**src/hdl/jddm_pkg.sv**
```systemverilog
// Package for the joystick differential drive mixer: field widths, fixed point
// constants, codes and the structs passed between the front end, queue and back end.
// No dependencies.
package jddm_pkg;

   // Fixed point: a coordinate of COORD_ONE means full deflection.
   localparam int COORD_FRAC_BITS = 12;
   localparam int COORD_ONE       = 1 << COORD_FRAC_BITS;

   // Field widths.
   localparam int POS_W    = 14;
   localparam int RADIUS_W = 13;
   localparam int ANGLE_W  = 15;
   localparam int CLASS_W  = 3;
   localparam int DIR_W    = 2;
   localparam int DUTY_W   = 14;

   localparam int DUTY_FULL         = 10000;
   localparam int DUTY_MAX_RESET    = 10000;
   localparam int DUTY_OFFSET_RESET = 500;
   localparam int ANGLE_FULL        = 9000;

   // Internal widths.
   localparam int MAG_W  = COORD_FRAC_BITS + 1;   // saturated magnitude, up to COORD_ONE
   localparam int AMAG_W = 14;                    // saturated angle magnitude, up to 9000
   localparam int BASE_W = MAG_W + DUTY_W;        // magnitude * range + offset * one
   localparam int PROD_W = BASE_W + AMAG_W;       // base * angle
   localparam int QUOT_W = 27;                    // (base * angle) / one, below 2^27

   // Division by ANGLE_FULL as a multiplication by a scaled reciprocal.
   localparam int              RECIP_SHIFT = 40;
   localparam int              RECIP_W     = 27;
   localparam longint unsigned RECIP       = (64'd1 << RECIP_SHIFT) / ANGLE_FULL;
   localparam int              RPROD_W     = QUOT_W + RECIP_W;

   localparam longint unsigned BASE_HALF  = COORD_ONE / 2;
   localparam longint unsigned INNER_HALF = (longint'(COORD_ONE) * ANGLE_FULL) / 2;

   // Back end queue.
   localparam int QUEUE_DEPTH = 4;
   localparam int QPTR_W      = $clog2(QUEUE_DEPTH);
   localparam int QCNT_W      = QPTR_W + 1;

   // Configuration port.
   localparam int CSR_ADDR_W = 4;
   localparam int CSR_DATA_W = 32;

   typedef enum logic [DIR_W-1:0] {
      DIR_IDLE = 2'd0,
      DIR_FWD  = 2'd1,
      DIR_REV  = 2'd2
   } dir_type;

   typedef enum logic [CLASS_W-1:0] {
      CLASS_CENTER       = 3'd0,
      CLASS_Y_AXIS       = 3'd1,
      CLASS_X_AXIS       = 3'd2,
      CLASS_TOP_RIGHT    = 3'd3,
      CLASS_TOP_LEFT     = 3'd4,
      CLASS_BOTTOM_LEFT  = 3'd5,
      CLASS_BOTTOM_RIGHT = 3'd6
   } class_type;

   typedef enum logic [1:0] {
      SEL_ZERO  = 2'd0,
      SEL_OUTER = 2'd1,
      SEL_INNER = 2'd2
   } duty_sel_type;

   typedef enum logic [1:0] {
      REG_DUTY_MAX    = 2'd0,
      REG_DUTY_OFFSET = 2'd1,
      REG_ALT_MAPPING = 2'd2
   } reg_index_type;

   typedef struct packed {
      dir_type      left_dir;
      dir_type      right_dir;
      duty_sel_type left_sel;
      duty_sel_type right_sel;
   } ctl_type;

   typedef struct packed {
      ctl_type             ctl;
      logic [MAG_W-1:0]    mag;
      logic [AMAG_W-1:0]   angle;
   } job_type;

   typedef struct packed {
      logic [DUTY_W-1:0] duty_range;
      logic [DUTY_W-1:0] duty_offset;
      logic              alt_mapping;
   } cfg_type;

endpackage

```
**src/hdl/jddm_ifs.sv**
```systemverilog
// Valid/ready channel interfaces for joystick samples and motor commands.
// Depends on jddm_pkg for the field widths.
interface jddm_req_if;
   logic                                 valid;
   logic                                 ready;
   logic signed [jddm_pkg::POS_W-1:0]    pos_x;
   logic signed [jddm_pkg::POS_W-1:0]    pos_y;
   logic        [jddm_pkg::RADIUS_W-1:0] stick_radius;
   logic signed [jddm_pkg::ANGLE_W-1:0]  stick_angle;
   logic        [jddm_pkg::CLASS_W-1:0]  stick_class;

   modport source (output valid, pos_x, pos_y, stick_radius, stick_angle, stick_class,
                   input ready);
   modport sink (input valid, pos_x, pos_y, stick_radius, stick_angle, stick_class,
                 output ready);
endinterface

interface jddm_rsp_if;
   logic                               valid;
   logic                               ready;
   logic [jddm_pkg::DIR_W-1:0]         left_dir;
   logic [jddm_pkg::DUTY_W-1:0]        left_duty;
   logic [jddm_pkg::DIR_W-1:0]         right_dir;
   logic [jddm_pkg::DUTY_W-1:0]        right_duty;

   modport source (output valid, left_dir, left_duty, right_dir, right_duty, input ready);
   modport sink (input valid, left_dir, left_duty, right_dir, right_duty, output ready);
endinterface

```
**src/hdl/joystick_differential_drive_mixer.sv**
```systemverilog
// Top level of the joystick differential drive mixer: configuration registers,
// front end, job queue and duty pipeline. Depends on jddm_pkg, the channel
// interfaces, jddm_front, jddm_queue and jddm_back.
//
// Usage:
//   req_chan carries one evaluated joystick sample per beat (coordinates, radius,
//   angle and position class); rsp_chan carries one motor command per beat
//   (direction and duty for the left and right motor). Every sample gives
//   exactly one command, in order.
//   A sample is written into the queue and then passes the six stage duty
//   pipeline in the back end, whose longest stages are one multiplier each.
//   Throughput: one sample per cycle while the receiver keeps up.
//   A four entry queue sits between the classifying front end and the pipeline,
//   so req_chan.ready stays high while the queue has room.
//   When the receiver stalls, the result register holds its command and the
//   pipeline freezes; the queue then fills and req_chan.ready falls.
//   Reset empties the queue and pipeline and loads duty_max = 10000,
//   duty_offset = 500 and alt_mapping = 0. The registers are written through the
//   csr_ port (duty_max at 0x0, duty_offset at 0x4, alt_mapping at 0x8); the user
//   must write them only while no sample is in flight, as the block does not enforce it.
module joystick_differential_drive_mixer (
   input  logic                              clock,
   input  logic                              reset,
   jddm_req_if.sink                          req_chan,
   jddm_rsp_if.source                        rsp_chan,
   input  logic                              csr_psel,
   input  logic                              csr_penable,
   input  logic                              csr_pwrite,
   input  logic [jddm_pkg::CSR_ADDR_W-1:0]   csr_paddr,
   input  logic [jddm_pkg::CSR_DATA_W-1:0]   csr_pwdata,
   output logic [jddm_pkg::CSR_DATA_W-1:0]   csr_prdata,
   output logic                              csr_pready
);

   logic [jddm_pkg::DUTY_W-1:0]   duty_max_ff;
   logic [jddm_pkg::DUTY_W-1:0]   duty_offset_ff;
   logic                          alt_mapping_ff;
   jddm_pkg::cfg_type             cfg_ff;
   jddm_pkg::cfg_type             cfg_in;
   logic [jddm_pkg::DUTY_W-1:0]   dmax_sat;
   logic [jddm_pkg::DUTY_W-1:0]   doff_sat;
   logic [1:0]                    reg_index;
   logic                          csr_write;

   logic                          push;
   jddm_pkg::job_type             push_job;
   logic                          queue_full;
   logic                          pop;
   logic                          job_valid;
   jddm_pkg::job_type             job;

   assign csr_pready = 1'b1;
   assign csr_write  = csr_psel && csr_penable && csr_pwrite && csr_pready;
   assign reg_index  = csr_paddr[3:2];

   always_ff @(posedge clock) begin
      if (reset) begin
         duty_max_ff    <= jddm_pkg::DUTY_W'(jddm_pkg::DUTY_MAX_RESET);
         duty_offset_ff <= jddm_pkg::DUTY_W'(jddm_pkg::DUTY_OFFSET_RESET);
         alt_mapping_ff <= 1'b0;
      end else if (csr_write) begin
         unique case (reg_index)
            jddm_pkg::REG_DUTY_MAX:    duty_max_ff    <= csr_pwdata[jddm_pkg::DUTY_W-1:0];
            jddm_pkg::REG_DUTY_OFFSET: duty_offset_ff <= csr_pwdata[jddm_pkg::DUTY_W-1:0];
            jddm_pkg::REG_ALT_MAPPING: alt_mapping_ff <= csr_pwdata[0];
            default: begin
            end
         endcase
      end
   end

   always_comb begin
      unique case (reg_index)
         jddm_pkg::REG_DUTY_MAX:    csr_prdata = jddm_pkg::CSR_DATA_W'(duty_max_ff);
         jddm_pkg::REG_DUTY_OFFSET: csr_prdata = jddm_pkg::CSR_DATA_W'(duty_offset_ff);
         jddm_pkg::REG_ALT_MAPPING: csr_prdata = jddm_pkg::CSR_DATA_W'(alt_mapping_ff);
         default:                   csr_prdata = '0;
      endcase
   end

   // Saturated duty settings and the range above the offset, registered so that
   // the pipeline multiplier sees them straight from flip-flops.
   assign dmax_sat = (int'(duty_max_ff) > jddm_pkg::DUTY_FULL) ?
                     jddm_pkg::DUTY_W'(jddm_pkg::DUTY_FULL) : duty_max_ff;
   assign doff_sat = (int'(duty_offset_ff) > jddm_pkg::DUTY_FULL) ?
                     jddm_pkg::DUTY_W'(jddm_pkg::DUTY_FULL) : duty_offset_ff;

   always_comb begin
      cfg_in.duty_range  = (dmax_sat >= doff_sat) ? dmax_sat - doff_sat : '0;
      cfg_in.duty_offset = doff_sat;
      cfg_in.alt_mapping = alt_mapping_ff;
   end

   always_ff @(posedge clock) begin
      if (reset) begin
         cfg_ff.duty_range  <= jddm_pkg::DUTY_W'(jddm_pkg::DUTY_MAX_RESET -
                                                 jddm_pkg::DUTY_OFFSET_RESET);
         cfg_ff.duty_offset <= jddm_pkg::DUTY_W'(jddm_pkg::DUTY_OFFSET_RESET);
         cfg_ff.alt_mapping <= 1'b0;
      end else begin
         cfg_ff <= cfg_in;
      end
   end

   jddm_front u_front (
      .req_chan    (req_chan),
      .alt_mapping (cfg_ff.alt_mapping),
      .queue_full  (queue_full),
      .push        (push),
      .push_job    (push_job)
   );

   jddm_queue u_queue (
      .clock     (clock),
      .reset     (reset),
      .push      (push),
      .push_job  (push_job),
      .full      (queue_full),
      .pop       (pop),
      .not_empty (job_valid),
      .pop_job   (job)
   );

   jddm_back u_back (
      .clock     (clock),
      .reset     (reset),
      .cfg       (cfg_ff),
      .job_valid (job_valid),
      .job       (job),
      .pop       (pop),
      .rsp_chan  (rsp_chan)
   );

endmodule

```
**src/hdl/jddm_front.sv**
```systemverilog
// Front end: takes joystick samples, saturates magnitudes and decides directions
// and duty selection per wheel. Depends on jddm_pkg and jddm_req_if.
module jddm_front (
   jddm_req_if.sink            req_chan,
   input  logic                alt_mapping,
   input  logic                queue_full,
   output logic                push,
   output jddm_pkg::job_type   push_job
);

   logic [jddm_pkg::POS_W-1:0]    abs_x;
   logic [jddm_pkg::POS_W-1:0]    abs_y;
   logic [jddm_pkg::ANGLE_W-1:0]  abs_angle;
   logic [jddm_pkg::MAG_W-1:0]    mag_x;
   logic [jddm_pkg::MAG_W-1:0]    mag_y;
   logic [jddm_pkg::MAG_W-1:0]    mag_r;
   logic [jddm_pkg::AMAG_W-1:0]   mag_angle;
   logic [jddm_pkg::CLASS_W-1:0]  cls;
   logic                          x_pos;
   logic                          y_pos;

   assign req_chan.ready = !queue_full;
   assign push           = req_chan.valid && !queue_full;

   // Two's complement magnitudes; the most negative code still fits unsigned.
   assign abs_x     = req_chan.pos_x[jddm_pkg::POS_W-1] ?
                      (~req_chan.pos_x + 1'b1) : req_chan.pos_x;
   assign abs_y     = req_chan.pos_y[jddm_pkg::POS_W-1] ?
                      (~req_chan.pos_y + 1'b1) : req_chan.pos_y;
   assign abs_angle = req_chan.stick_angle[jddm_pkg::ANGLE_W-1] ?
                      (~req_chan.stick_angle + 1'b1) : req_chan.stick_angle;

   assign mag_x = (int'(abs_x) > jddm_pkg::COORD_ONE) ?
                  jddm_pkg::MAG_W'(jddm_pkg::COORD_ONE) : jddm_pkg::MAG_W'(abs_x);
   assign mag_y = (int'(abs_y) > jddm_pkg::COORD_ONE) ?
                  jddm_pkg::MAG_W'(jddm_pkg::COORD_ONE) : jddm_pkg::MAG_W'(abs_y);
   assign mag_r = (int'(req_chan.stick_radius) > jddm_pkg::COORD_ONE) ?
                  jddm_pkg::MAG_W'(jddm_pkg::COORD_ONE) :
                  jddm_pkg::MAG_W'(req_chan.stick_radius);
   assign mag_angle = (int'(abs_angle) > jddm_pkg::ANGLE_FULL) ?
                      jddm_pkg::AMAG_W'(jddm_pkg::ANGLE_FULL) :
                      jddm_pkg::AMAG_W'(abs_angle);

   assign x_pos = !req_chan.pos_x[jddm_pkg::POS_W-1] && (req_chan.pos_x != '0);
   assign y_pos = !req_chan.pos_y[jddm_pkg::POS_W-1] && (req_chan.pos_y != '0);

   always_comb begin
      cls = req_chan.stick_class;
      if (alt_mapping) begin
         if (req_chan.stick_class == jddm_pkg::CLASS_BOTTOM_LEFT) begin
            cls = jddm_pkg::CLASS_BOTTOM_RIGHT;
         end else if (req_chan.stick_class == jddm_pkg::CLASS_BOTTOM_RIGHT) begin
            cls = jddm_pkg::CLASS_BOTTOM_LEFT;
         end
      end
   end

   always_comb begin
      push_job.ctl.left_dir  = jddm_pkg::DIR_IDLE;
      push_job.ctl.right_dir = jddm_pkg::DIR_IDLE;
      push_job.ctl.left_sel  = jddm_pkg::SEL_ZERO;
      push_job.ctl.right_sel = jddm_pkg::SEL_ZERO;
      push_job.mag           = mag_r;
      push_job.angle         = mag_angle;
      unique case (cls)
         jddm_pkg::CLASS_Y_AXIS: begin
            push_job.ctl.left_dir  = y_pos ? jddm_pkg::DIR_FWD : jddm_pkg::DIR_REV;
            push_job.ctl.right_dir = y_pos ? jddm_pkg::DIR_FWD : jddm_pkg::DIR_REV;
            push_job.ctl.left_sel  = jddm_pkg::SEL_OUTER;
            push_job.ctl.right_sel = jddm_pkg::SEL_OUTER;
            push_job.mag           = mag_y;
         end
         jddm_pkg::CLASS_X_AXIS: begin
            push_job.ctl.left_dir  = x_pos ? jddm_pkg::DIR_FWD : jddm_pkg::DIR_REV;
            push_job.ctl.right_dir = x_pos ? jddm_pkg::DIR_REV : jddm_pkg::DIR_FWD;
            push_job.ctl.left_sel  = jddm_pkg::SEL_OUTER;
            push_job.ctl.right_sel = jddm_pkg::SEL_OUTER;
            push_job.mag           = mag_x;
         end
         jddm_pkg::CLASS_TOP_RIGHT: begin
            push_job.ctl.left_dir  = jddm_pkg::DIR_FWD;
            push_job.ctl.right_dir = jddm_pkg::DIR_FWD;
            push_job.ctl.left_sel  = jddm_pkg::SEL_OUTER;
            push_job.ctl.right_sel = jddm_pkg::SEL_INNER;
         end
         jddm_pkg::CLASS_TOP_LEFT: begin
            push_job.ctl.left_dir  = jddm_pkg::DIR_FWD;
            push_job.ctl.right_dir = jddm_pkg::DIR_FWD;
            push_job.ctl.left_sel  = jddm_pkg::SEL_INNER;
            push_job.ctl.right_sel = jddm_pkg::SEL_OUTER;
         end
         jddm_pkg::CLASS_BOTTOM_LEFT: begin
            push_job.ctl.left_dir  = jddm_pkg::DIR_REV;
            push_job.ctl.right_dir = jddm_pkg::DIR_REV;
            push_job.ctl.left_sel  = jddm_pkg::SEL_OUTER;
            push_job.ctl.right_sel = jddm_pkg::SEL_INNER;
         end
         jddm_pkg::CLASS_BOTTOM_RIGHT: begin
            push_job.ctl.left_dir  = jddm_pkg::DIR_REV;
            push_job.ctl.right_dir = jddm_pkg::DIR_REV;
            push_job.ctl.left_sel  = jddm_pkg::SEL_INNER;
            push_job.ctl.right_sel = jddm_pkg::SEL_OUTER;
         end
         default: begin
            // Center and the unused class code leave both motors idle.
         end
      endcase
   end

endmodule

```
**src/hdl/jddm_queue.sv**
```systemverilog
// Short first-in first-out queue of classified jobs between front and back end.
// Depends on jddm_pkg.
module jddm_queue (
   input  logic                clock,
   input  logic                reset,
   input  logic                push,
   input  jddm_pkg::job_type   push_job,
   output logic                full,
   input  logic                pop,
   output logic                not_empty,
   output jddm_pkg::job_type   pop_job
);

   jddm_pkg::job_type                 entry_ff [jddm_pkg::QUEUE_DEPTH];
   logic [jddm_pkg::QPTR_W-1:0]       wptr_ff;
   logic [jddm_pkg::QPTR_W-1:0]       wptr_in;
   logic [jddm_pkg::QPTR_W-1:0]       rptr_ff;
   logic [jddm_pkg::QPTR_W-1:0]       rptr_in;
   logic [jddm_pkg::QCNT_W-1:0]       count_ff;
   logic [jddm_pkg::QCNT_W-1:0]       count_in;
   logic                              do_push;
   logic                              do_pop;

   assign full      = (count_ff == jddm_pkg::QCNT_W'(jddm_pkg::QUEUE_DEPTH));
   assign not_empty = (count_ff != '0);
   assign pop_job   = entry_ff[rptr_ff];
   assign do_push   = push && !full;
   assign do_pop    = pop && not_empty;

   always_comb begin
      wptr_in  = do_push ? wptr_ff + 1'b1 : wptr_ff;
      rptr_in  = do_pop ? rptr_ff + 1'b1 : rptr_ff;
      count_in = count_ff;
      if (do_push && !do_pop) begin
         count_in = count_ff + 1'b1;
      end else if (do_pop && !do_push) begin
         count_in = count_ff - 1'b1;
      end
   end

   always_ff @(posedge clock) begin
      if (reset) begin
         wptr_ff  <= '0;
         rptr_ff  <= '0;
         count_ff <= '0;
      end else begin
         wptr_ff  <= wptr_in;
         rptr_ff  <= rptr_in;
         count_ff <= count_in;
      end
   end

   always_ff @(posedge clock) begin
      if (do_push) begin
         entry_ff[wptr_ff] <= push_job;
      end
   end

endmodule

```
**src/hdl/jddm_back.sv**
```systemverilog
// Back end: six stage duty pipeline with the result register as its last stage.
// The whole pipeline stalls when the result is held. Depends on jddm_pkg, jddm_rsp_if.
module jddm_back (
   input  logic                clock,
   input  logic                reset,
   input  jddm_pkg::cfg_type   cfg,
   input  logic                job_valid,
   input  jddm_pkg::job_type   job,
   output logic                pop,
   jddm_rsp_if.source          rsp_chan
);

   logic                                  advance;

   logic                                  s1_valid_ff;
   jddm_pkg::ctl_type                     s1_ctl_ff;
   logic [jddm_pkg::AMAG_W-1:0]           s1_angle_ff;
   logic [jddm_pkg::BASE_W-1:0]           s1_prod_ff;
   logic [jddm_pkg::BASE_W-1:0]           s1_prod_in;

   logic                                  s2_valid_ff;
   jddm_pkg::ctl_type                     s2_ctl_ff;
   logic [jddm_pkg::AMAG_W-1:0]           s2_angle_ff;
   logic [jddm_pkg::BASE_W-1:0]           s2_base_ff;
   logic [jddm_pkg::BASE_W-1:0]           s2_base_in;

   logic                                  s3_valid_ff;
   jddm_pkg::ctl_type                     s3_ctl_ff;
   logic [jddm_pkg::PROD_W-1:0]           s3_scaled_ff;
   logic [jddm_pkg::PROD_W-1:0]           s3_scaled_in;
   logic [jddm_pkg::DUTY_W-1:0]           s3_outer_ff;
   logic [jddm_pkg::DUTY_W-1:0]           s3_outer_in;
   logic [jddm_pkg::BASE_W:0]             s3_round;

   logic                                  s4_valid_ff;
   jddm_pkg::ctl_type                     s4_ctl_ff;
   logic [jddm_pkg::DUTY_W-1:0]           s4_outer_ff;
   logic [jddm_pkg::QUOT_W-1:0]           s4_quot_ff;
   logic [jddm_pkg::QUOT_W-1:0]           s4_quot_in;
   logic [jddm_pkg::PROD_W:0]             s4_round;

   logic                                  s5_valid_ff;
   jddm_pkg::ctl_type                     s5_ctl_ff;
   logic [jddm_pkg::DUTY_W-1:0]           s5_outer_ff;
   logic [jddm_pkg::QUOT_W-1:0]           s5_quot_ff;
   logic [jddm_pkg::DUTY_W-1:0]           s5_est_ff;
   logic [jddm_pkg::DUTY_W-1:0]           s5_est_in;
   logic [jddm_pkg::RPROD_W-1:0]          s5_rprod;

   logic                                  out_valid_ff;
   logic [jddm_pkg::DIR_W-1:0]            out_left_dir_ff;
   logic [jddm_pkg::DUTY_W-1:0]           out_left_duty_ff;
   logic [jddm_pkg::DIR_W-1:0]            out_right_dir_ff;
   logic [jddm_pkg::DUTY_W-1:0]           out_right_duty_ff;
   logic [jddm_pkg::DUTY_W-1:0]           out_left_duty_in;
   logic [jddm_pkg::DUTY_W-1:0]           out_right_duty_in;
   logic [jddm_pkg::QUOT_W-1:0]           s6_rem;
   logic [jddm_pkg::DUTY_W-1:0]           s6_inner;

   assign advance = !out_valid_ff || rsp_chan.ready;
   assign pop     = advance && job_valid;

   // Stage 1: magnitude times duty range.
   assign s1_prod_in = jddm_pkg::BASE_W'(job.mag) * jddm_pkg::BASE_W'(cfg.duty_range);

   // Stage 2: add the starting duty scaled to the coordinate fixed point.
   assign s2_base_in = s1_prod_ff +
                       (jddm_pkg::BASE_W'(cfg.duty_offset) << jddm_pkg::COORD_FRAC_BITS);

   // Stage 3: outer duty rounded; base times angle for the inner wheel.
   assign s3_round     = (jddm_pkg::BASE_W+1)'(s2_base_ff) +
                         (jddm_pkg::BASE_W+1)'(jddm_pkg::BASE_HALF);
   assign s3_outer_in  = jddm_pkg::DUTY_W'(s3_round >> jddm_pkg::COORD_FRAC_BITS);
   assign s3_scaled_in = jddm_pkg::PROD_W'(s2_base_ff) * jddm_pkg::PROD_W'(s2_angle_ff);

   // Stage 4: add half the divisor, then drop the coordinate fraction; the
   // remaining division by the full angle is exact on the truncated value.
   assign s4_round   = (jddm_pkg::PROD_W+1)'(s3_scaled_ff) +
                       (jddm_pkg::PROD_W+1)'(jddm_pkg::INNER_HALF);
   assign s4_quot_in = jddm_pkg::QUOT_W'(s4_round >> jddm_pkg::COORD_FRAC_BITS);

   // Stage 5: quotient estimate from the reciprocal, low by at most one.
   assign s5_rprod  = jddm_pkg::RPROD_W'(s4_quot_ff) * jddm_pkg::RPROD_W'(jddm_pkg::RECIP);
   assign s5_est_in = s5_rprod[jddm_pkg::RECIP_SHIFT +: jddm_pkg::DUTY_W];

   // Stage 6: correct the estimate and pick each wheel's duty.
   assign s6_rem   = s5_quot_ff -
                     jddm_pkg::QUOT_W'(s5_est_ff * jddm_pkg::QUOT_W'(jddm_pkg::ANGLE_FULL));
   assign s6_inner = (s6_rem >= jddm_pkg::QUOT_W'(jddm_pkg::ANGLE_FULL)) ?
                     s5_est_ff + 1'b1 : s5_est_ff;

   always_comb begin
      unique case (s5_ctl_ff.left_sel)
         jddm_pkg::SEL_OUTER: out_left_duty_in = s5_outer_ff;
         jddm_pkg::SEL_INNER: out_left_duty_in = s6_inner;
         default:             out_left_duty_in = '0;
      endcase
      unique case (s5_ctl_ff.right_sel)
         jddm_pkg::SEL_OUTER: out_right_duty_in = s5_outer_ff;
         jddm_pkg::SEL_INNER: out_right_duty_in = s6_inner;
         default:             out_right_duty_in = '0;
      endcase
   end

   always_ff @(posedge clock) begin
      if (reset) begin
         s1_valid_ff  <= 1'b0;
         s2_valid_ff  <= 1'b0;
         s3_valid_ff  <= 1'b0;
         s4_valid_ff  <= 1'b0;
         s5_valid_ff  <= 1'b0;
         out_valid_ff <= 1'b0;
      end else if (advance) begin
         s1_valid_ff  <= job_valid;
         s2_valid_ff  <= s1_valid_ff;
         s3_valid_ff  <= s2_valid_ff;
         s4_valid_ff  <= s3_valid_ff;
         s5_valid_ff  <= s4_valid_ff;
         out_valid_ff <= s5_valid_ff;
      end
   end

   always_ff @(posedge clock) begin
      if (advance) begin
         s1_ctl_ff         <= job.ctl;
         s1_angle_ff       <= job.angle;
         s1_prod_ff        <= s1_prod_in;
         s2_ctl_ff         <= s1_ctl_ff;
         s2_angle_ff       <= s1_angle_ff;
         s2_base_ff        <= s2_base_in;
         s3_ctl_ff         <= s2_ctl_ff;
         s3_scaled_ff      <= s3_scaled_in;
         s3_outer_ff       <= s3_outer_in;
         s4_ctl_ff         <= s3_ctl_ff;
         s4_outer_ff       <= s3_outer_ff;
         s4_quot_ff        <= s4_quot_in;
         s5_ctl_ff         <= s4_ctl_ff;
         s5_outer_ff       <= s4_outer_ff;
         s5_quot_ff        <= s4_quot_ff;
         s5_est_ff         <= s5_est_in;
         out_left_dir_ff   <= s5_ctl_ff.left_dir;
         out_right_dir_ff  <= s5_ctl_ff.right_dir;
         out_left_duty_ff  <= out_left_duty_in;
         out_right_duty_ff <= out_right_duty_in;
      end
   end

   assign rsp_chan.valid      = out_valid_ff;
   assign rsp_chan.left_dir   = out_left_dir_ff;
   assign rsp_chan.left_duty  = out_left_duty_ff;
   assign rsp_chan.right_dir  = out_right_dir_ff;
   assign rsp_chan.right_duty = out_right_duty_ff;

endmodule

```
**src/flat_wrapper.sv**
```systemverilog
// flat-port wrapper written by rule: the top's interface ports become plain ports
module joystick_differential_drive_mixer_flat 
  (clock, reset, csr_psel, csr_penable, csr_pwrite, csr_paddr, csr_pwdata, csr_prdata, csr_pready, req_chan_valid, req_chan_pos_x, req_chan_pos_y, req_chan_stick_radius, req_chan_stick_angle, req_chan_stick_class, req_chan_ready, rsp_chan_valid, rsp_chan_left_dir, rsp_chan_left_duty, rsp_chan_right_dir, rsp_chan_right_duty, rsp_chan_ready);
  jddm_req_if req_chan_i ();
  jddm_rsp_if rsp_chan_i ();
  input  logic clock;
  input  logic reset;
  input  logic csr_psel;
  input  logic csr_penable;
  input  logic csr_pwrite;
  input  logic [jddm_pkg::CSR_ADDR_W-1:0] csr_paddr;
  input  logic [jddm_pkg::CSR_DATA_W-1:0] csr_pwdata;
  output logic [jddm_pkg::CSR_DATA_W-1:0] csr_prdata;
  output logic csr_pready;
  input wire logic [$bits(req_chan_i.valid)-1:0] req_chan_valid;
  input wire logic [$bits(req_chan_i.pos_x)-1:0] req_chan_pos_x;
  input wire logic [$bits(req_chan_i.pos_y)-1:0] req_chan_pos_y;
  input wire logic [$bits(req_chan_i.stick_radius)-1:0] req_chan_stick_radius;
  input wire logic [$bits(req_chan_i.stick_angle)-1:0] req_chan_stick_angle;
  input wire logic [$bits(req_chan_i.stick_class)-1:0] req_chan_stick_class;
  output wire logic [$bits(req_chan_i.ready)-1:0] req_chan_ready;
  output wire logic [$bits(rsp_chan_i.valid)-1:0] rsp_chan_valid;
  output wire logic [$bits(rsp_chan_i.left_dir)-1:0] rsp_chan_left_dir;
  output wire logic [$bits(rsp_chan_i.left_duty)-1:0] rsp_chan_left_duty;
  output wire logic [$bits(rsp_chan_i.right_dir)-1:0] rsp_chan_right_dir;
  output wire logic [$bits(rsp_chan_i.right_duty)-1:0] rsp_chan_right_duty;
  input wire logic [$bits(rsp_chan_i.ready)-1:0] rsp_chan_ready;
  assign req_chan_i.valid = req_chan_valid;
  assign req_chan_i.pos_x = req_chan_pos_x;
  assign req_chan_i.pos_y = req_chan_pos_y;
  assign req_chan_i.stick_radius = req_chan_stick_radius;
  assign req_chan_i.stick_angle = req_chan_stick_angle;
  assign req_chan_i.stick_class = req_chan_stick_class;
  assign req_chan_ready = req_chan_i.ready;
  assign rsp_chan_valid = rsp_chan_i.valid;
  assign rsp_chan_left_dir = rsp_chan_i.left_dir;
  assign rsp_chan_left_duty = rsp_chan_i.left_duty;
  assign rsp_chan_right_dir = rsp_chan_i.right_dir;
  assign rsp_chan_right_duty = rsp_chan_i.right_duty;
  assign rsp_chan_i.ready = rsp_chan_ready;
  joystick_differential_drive_mixer u_core (.clock(clock), .reset(reset), .req_chan(req_chan_i), .rsp_chan(rsp_chan_i), .csr_psel(csr_psel), .csr_penable(csr_penable), .csr_pwrite(csr_pwrite), .csr_paddr(csr_paddr), .csr_pwdata(csr_pwdata), .csr_prdata(csr_prdata), .csr_pready(csr_pready));
endmodule
```
**config.mk**
```make
export PLATFORM = sky130hd
export DESIGN_NAME = joystick_differential_drive_mixer_flat
export DESIGN_NICKNAME = d
export VERILOG_FILES = /design/src/hdl/jddm_pkg.sv /design/src/hdl/jddm_ifs.sv /design/src/hdl/joystick_differential_drive_mixer.sv /design/src/hdl/jddm_front.sv /design/src/hdl/jddm_queue.sv /design/src/hdl/jddm_back.sv /design/src/flat_wrapper.sv
export SDC_FILE = /design/constraint.sdc
export NUM_CORES = 2
export LEC_CHECK = 0
export CORE_UTILIZATION = 40
export DETAILED_ROUTE_END_ITERATION = 8
export DONT_BUFFER_PORTS = 1
export HOLD_SLACK_MARGIN = 0.05
export PLACE_DENSITY = 0.62
export SLEW_MARGIN = 25
export SYNTH_ARGS = -nofsm -noshare
export SYNTH_HDL_FRONTEND = slang
export SYNTH_HIERARCHICAL = 1
export SYNTH_SLANG_ARGS = --single-unit
```
**constraint.sdc**
```tcl
create_clock -name clock -period 15.9 [get_ports clock]
set_input_delay 1.59 -clock clock [delete_from_list [all_inputs] [get_ports clock]]
set_output_delay 1.59 -clock clock [all_outputs]
set_load 0.005 [all_outputs]
```
* Yosys cells after proc, flatten, opt, wreduce, memory -nomap -nowiden
Memory sizes are Yosys's and may differ from the RTL's. A register that Yosys moved wholly into a read port is not among the register bits.
Cells that the tools add are included.
** Word-level totals
- Memories :: 1
- RAM bits :: 140
- Input port bits :: 102
- Logic and storage cells :: 150
- Output and inout port bits :: 67
- Flip-flop bits (word level) :: 374
** Memories
- u_core.u_queue.entry_ff :: words 4, width 35, rd ports 1, clocked after Yosys merged registers in 1, write ports 1, RTL line jddm_queue.sv:14 : jddm_pkg::job_type entry_ff [jddm_pkg::QUEUE_DEPTH];
** Operators by class
- Eq/ne operators :: 15
- Add/subtract/negate cells :: 13
- Muxes and demuxes :: 28
- Multipliers :: 4
- Reductions and logical operators :: 26
- Magnitude comparators :: 8
- Bitwise operators :: 4
** Operators with widths (count)
- 14-bit two-way mux :: 7
- 14-bit case mux with 2 select lines :: 2
- 27-bit by 26-bit multiplier with 53-bit output, second input constant :: 1
- 8-bit case mux with 6 select lines :: 1
- 14-bit by 1-bit adder with 14-bit output, second input constant :: 3
- 14-bit case mux with 3 select lines :: 1
- 39-bit by 25-bit adder with 39-bit output, second input constant :: 1
- 27-bit by 14-bit multiplier with 39-bit output :: 1
- 13-bit two-way mux :: 3
- 14-bit by 13-bit greater-than comparator with 1-bit output, second input constant :: 2
- 14-bit greater-than comparator, second input constant :: 2
- 14-bit NOT :: 2
- 14-bit nonzero test :: 2
- 27-bit by 26-bit adder with 27-bit output :: 1
- 27-bit by 14-bit greater-or-equal comparator with 1-bit output, second input constant :: 1
- 13-bit by 14-bit multiplier with 27-bit output :: 1
- 27-bit subtractor :: 1
- 26-bit by 12-bit adder with 26-bit output, second input constant :: 1
- 13-bit case mux with 2 select lines :: 1
- 14-bit by 11-bit multiplier with 24-bit output, second input constant :: 1
- 3-bit == test, second input constant :: 6
- 15-bit by 1-bit adder with 15-bit output, second input constant :: 1
- 15-bit by 14-bit greater-than comparator with 1-bit output, second input constant :: 1
- 15-bit two-way mux :: 1
- 23 further kinds :: 54

* Depth between registers and ports, before layout
- Word-level depth :: 8
- Mapped depth :: 33
- Mapped depth without buffers :: 29

* Hierarchy
The synthesis kept the hierarchy.
** Modules (own cells, without submodules)
- jddm_back :: area an instance 39889.5 sq um, cells an instance 3729, instances 1, seq. area each 8768.4 sq um
- jddm_queue :: area an instance 5555.3 sq um, cells an instance 231, instances 1, seq. area each 4384.2 sq um
- joystick_differential_drive_mixer :: area an instance 3130.5 sq um, cells an instance 390, instances 1, seq. area each 1161.1 sq um
- jddm_front :: area an instance 1646.6 sq um, cells an instance 258, instances 1, seq. area each 0.0 sq um

* Worst setup path before layout
No wires, ideal clock.
- Path type :: input -> register
- Start :: input port rsp_chan_ready
- End :: register u_core/u_queue/count_ff[2] in the netlist's numbering
- Library setup time :: 0.070 ns
- Stages on the path :: 10
- Data arrival time :: 11.525 ns
- Buffers on the path :: 1
- Path slack :: 4.305 ns
- Data required time :: 15.830 ns
- Cells stage by stage :: nand2b_1 clkbuf_1 and2_1 o31ai_2 ha_1 inv_1 fa_1 xor2_1 or3_1 a21oi_1
** On the way
- Cells in the longest elaborated chain, start to end :: 6
- Elaborated cells on any way between the ends :: 8
- Those cells by class :: mux (1); reduce/logical (7)
** RTL lines
- from (decl) :: RTL line flat_wrapper.sv:27 : input wire logic [$bits(rsp_chan_i.ready)-1:0] rsp_chan_ready;
- 1-bit logical OR * :: RTL line jddm_back.sv:60 : assign advance = !out_valid_ff || rsp_chan.ready;
- 1-bit logical AND * :: RTL line jddm_back.sv:61 : assign pop = advance && job_valid;
- net u_core.pop :: RTL line joystick_differential_drive_mixer.sv:48 : logic pop;
- 1-bit logical AND * :: RTL line jddm_queue.sv:28 : assign do_pop = pop && not_empty;
- 1-bit zero test :: RTL line jddm_queue.sv:34 : if (do_push && !do_pop) begin
- 1-bit logical AND :: RTL line jddm_queue.sv:34
- 3-bit two-way mux / 2-bit nonzero test (equally long branches)
- to (signal assigned) :: RTL line jddm_queue.sv:49 : count_ff <= count_in;
- to (decl) :: RTL line jddm_queue.sv:19 : logic [jddm_pkg::QCNT_W-1:0] count_ff;
The timed path passes the listed nets; every way through them passes the cells marked *.
A chain may end at the register's enable or synchronous reset.

* Worst setup path after layout
- Start :: register u_core/u_back/s5_est_ff[5] in the netlist's numbering
- End :: register u_core.u_back.out_left_duty_ff (netlist bit u_core/u_back/rsp_chan.left_duty[3]), data pin
** On the way
- Cells in the longest elaborated chain, start to end :: 5
** RTL lines
- from (decl) :: RTL line jddm_back.sv:46 : logic [jddm_pkg::DUTY_W-1:0] s5_est_ff;
- from (signal assigned) :: RTL line jddm_back.sv:140 : s5_est_ff <= s5_est_in;
- 14-bit by 11-bit multiplier with 24-bit output :: RTL line jddm_back.sv:88 : jddm_pkg::QUOT_W'(s5_est_ff * jddm_pkg::QUOT_W'(jddm_pkg::ANGLE_FULL));
- 27-bit subtractor :: RTL line jddm_back.sv:87 : assign s6_rem = s5_quot_ff -
- 27-bit by 14-bit greater-or-equal comparator with 1-bit output :: RTL line jddm_back.sv:89 : assign s6_inner = (s6_rem >= jddm_pkg::QUOT_W'(jddm_pkg::ANGLE_FULL)) ?
- 14-bit two-way mux :: RTL line jddm_back.sv:89
- 14-bit case mux with 2 select lines :: RTL line jddm_back.sv:93 : unique case (s5_ctl_ff.left_sel)
- net u_core.u_back.out_left_duty_in, one bit :: RTL line jddm_back.sv:55 : logic [jddm_pkg::DUTY_W-1:0] out_left_duty_in;
- to (signal assigned) :: RTL line jddm_back.sv:143 : out_left_duty_ff <= out_left_duty_in;
- to (decl) :: RTL line jddm_back.sv:52 : logic [jddm_pkg::DUTY_W-1:0] out_left_duty_ff;
The timed path passes the listed nets, and every way through them passes these cells.

==> results.yml <==
floorplanning:
  io_pins: 169
  die_h_um: 356.3
  initial_utilization: 0.4046
  core_um2: 124100
  row_count: 129
  die-area_um2: 127000
  dieWidth_um: 356.3
sta:
  slew_violations: 0
  finalHoldViolations: 0
  max_freq_mhz: 122.1
  worstMarginPinSlew_ps: 1022
  fin_tns_setup_ps: 0
  finalSetupViolations: 0
  slew_headroom: 0.3123
  rsz0062_at_grt: "no"
  finalCriticalPeriod_ps: 8192
  timing.final.crit_share: 0.5152
  skew_ps: 50.17
run_status:
  status: "complete, but fails checks"
  violations: "design-rule violations"
finish:
  drive_gt1_frac: 0.04657
  finalNetCount: 5877
  synthToLayoutAreaGrowth_pct: 6.981
  seq_area_um2: 14320
  multi_input_area_um2: 32410
  n_antenna_cell: 0
  layout.filler_cells: 11590
setup_path:
  worstPathRequired_ps: 16270
  cp_slowest_stage_delay_ps: 610
  cp-end-kind: "register"
  reg2reg_slack_ps: 7710
  crit_path_start_kind: "register"
  cp_max_fo: 18
  cp_num_buf_inv: 4
  reg2reg_depth: 28
  r2r_start: "u_core/u_back/s5_est_ff[5]"
  crit_type: "reg2reg"
  r2r-end: "u_core/u_back/rsp_chan.left_duty[3]"
  arrival_ps: 8560
  critPathTopFamily: "adder cells"
  slowest_stage: "nand3_1"
grt:
  grt_pass1_vias: 33380
  gr-usage-all-layers: 0.1706
  antenna_found_initial: 0
  grt_max_degree: 173
  grt_pass1_wl_mm: 173.8
  grt_overflow: 0
clocking:
  cts_root_buf: "clkbuf_16"
  cts_hold_buf: 0
  cts_made_buffers: 57
  cts.sinks: 501
  cts_resized: 0
  clk-insertion-delay-late_ps: 670
  cts_tree: "yes"
  path_clk_slew_ps: 60
  h-tree-depth: 2
  clock_path_buffers: 3
  postCtsSetupRepairBufs: 0
synth:
  synthArstFlopShare: 0
  synthFlopType: "edfxtp_1"
  synthCells: 4608
  ys_warn_count: 6
  synth_seq_area_share: 0.2850
  synth_area_leaders: "fa_1 26%, edfxtp_1 26%, ha_1 14%, inv_1 5.5%, nand2_1 3.8%"
  ys_ff_latch: 501
  synth_cell_types: 89
  synth_top_area_frac: 0.2591
  syn_area_um2: 50220
  synth_top_area_cell: "fa_1"
  syn_area_per_cell_um2: 10.90
  synth_edf_count: 428
run:
  max-cap-violations: 0
detailed_routing:
  drt_iter0_markers: 1878
  viasPerCell: 5.130
  ant_nets: 0
  vias: 31970
  routed_wl_mm: 105.4
  wire_per_inst_um: 16.92
  drtPass1Iterations: 7
  drc: 4
worst_hold_path:
  hold_path.class: "reg2reg"
  hold_path.startpoint: "u_core/u_back/s1_angle_ff[1]"
  holdPathStages: 0
  holdPathEnd: "u_core/u_back/s2_angle_ff[1]"
placed_design:
  gp_congestion: 0.8531
  dpl.hpwl_mm: 78.97
  port_buffers: 0
==> logic make-up (layout without fill, tap and decap cells) <==
family          Yosys count  after routing  synth area share
compound gates          470            470           0.06373
xor+xnor                192            192           0.03348
fa+ha+maj              1228           1228            0.4031
buf+inv                 907            877           0.07158
flops                   501            501            0.2850
mux                      64             64           0.02155
other cells               2             19         0.0001495
simple gates           1244           1244            0.1214
==> registers in the layout, summed over array words and instances, names as in the netlist, 24 cells and up, named ones only <==
| register | flops |
|---|---|
| u_core/cfg_ff | 29 |
| u_core/u_back/s3_scaled_ff | 27 |
| u_core/u_queue/entry_ff | 140 |
| u_core/u_back/s2_base_ff | 27 |
| u_core/u_back/s4_quot_ff | 27 |
| u_core/u_back/s1_prod_ff | 27 |
| u_core/u_back/s5_quot_ff | 24 |
==> placed cells by master, fill, tap and decap left out, types with 19 or more instances in the layout <==
cell type  instances
a21o_1            50
a21oi_1          120
and2_1           260
and3_1            20
buf_4             36
clkbuf_16         58
conb_1            19
dfxtp_1           72
edfxtp_1         428
fa_1             650
ha_1             578
inv_1            731
mux2i_1           26
mux4_2            35
nand2_1          506
nand2b_1          38
nand3_1           53
nand4_1           23
nor2_1           173
nor2b_1           22
nor3_1            37
o211ai_1          22
o21a_1            19
o21ai_0           77
xnor2_1          125
xor2_1            67
==> metrics by stage <==
step | instances | setup WS, ps | instance area (um2) | util | hold slack [ps]
final | 6232 | 7708 | 53730 | 0.4329 | 402.7
after global routing | 6232 | 7362 | 53730 | 0.4329 | 405.9
after CTS | 6230 | 7746 | 53690 | 0.4325 | 408.5
after detailed placement | 6123 | 7756 | 51800 | 0.4174 | 404.5
after global placement | 6123 | 7811 | 51800 | 0.4173 | 400.8
after floorplan | 4625 | 4305 | 50290 | - | 400.3
==> worst register-to-register path, delay by kind of cell (launching register included) <==
kind                       cells  cell delay, ps
AOI/OAI and AO/OA             10            2310
xor gates and xnor gates       2             270
adders and majority gates      7            2950
buffers and inverters          4             190
DFF                            1             580
and+or+nand+nor                5            1610
==> metal layers <==
layer / global-route usage / wire length, um / up-vias
li1: - / - / 15040
met1: 0.2254 / 46360 / 16100
met2: 0.2930 / 51630 / 681
met3: 0.02322 / 4959 / 150
met4: 0.04558 / 2466 / 0
met5: 0 / 0 / -
==> how the worst max path moves through the flow <==
stage	from	endpoint	depth (start not counted)	slack (ps)
finish	u_core/u_back/s5_est_ff[5]	u_core/u_back/rsp_chan.left_duty[3]	28	7710
global route	u_core/u_back/s5_est_ff[5]	u_core/u_back/rsp_chan.left_duty[3]	28	7360
CTS	u_core/u_back/s5_est_ff[5]	u_core/u_back/rsp_chan.left_duty[3]	28	7750
detailed placement	u_core/u_back/s5_est_ff[5]	u_core/u_back/rsp_chan.left_duty[3]	28	7760
global placement	u_core/u_back/s5_est_ff[5]	u_core/u_back/rsp_chan.left_duty[3]	28	7810
floorplan	rsp_chan_ready	u_core/u_queue/count_ff[2]	10	4300
==> final cells by class <==
cell class / count / share of cell area
sequential: 501 / 0.2664
clock buffer: 67 / 0.02783
multi-input combinational: 3217 / 0.6033
inverter: 731 / 0.05107
clock inverter: 40 / 0.007219
tap: 1637 / 0.03812
timing repair buffer: 39 / 0.006055
==> Yosys cell counts (all sizes together) (16+ instances only) <==
master,count
nor3,40
a21oi,122
buf,45
nand3,53
fa,650
nor4,18
and2,264
nand4,23
a31oi,18
xnor2,125
nor2,174
mux4,35
xor2,67
inv,731
o21ai,85
a21o,57
a211oi,18
nand2b,40
nor2b,25
dfxtp,73
o211ai,23
nand2,507
edfxtp,428
ha,578
or3,19
or4,16
mux2i,26
clkbuf,131
o21a,19
and3,20
Power is left out: the tool's default activity adds up to more than one toggle a clock period on the data nets, which glitch-free logic cannot reach.
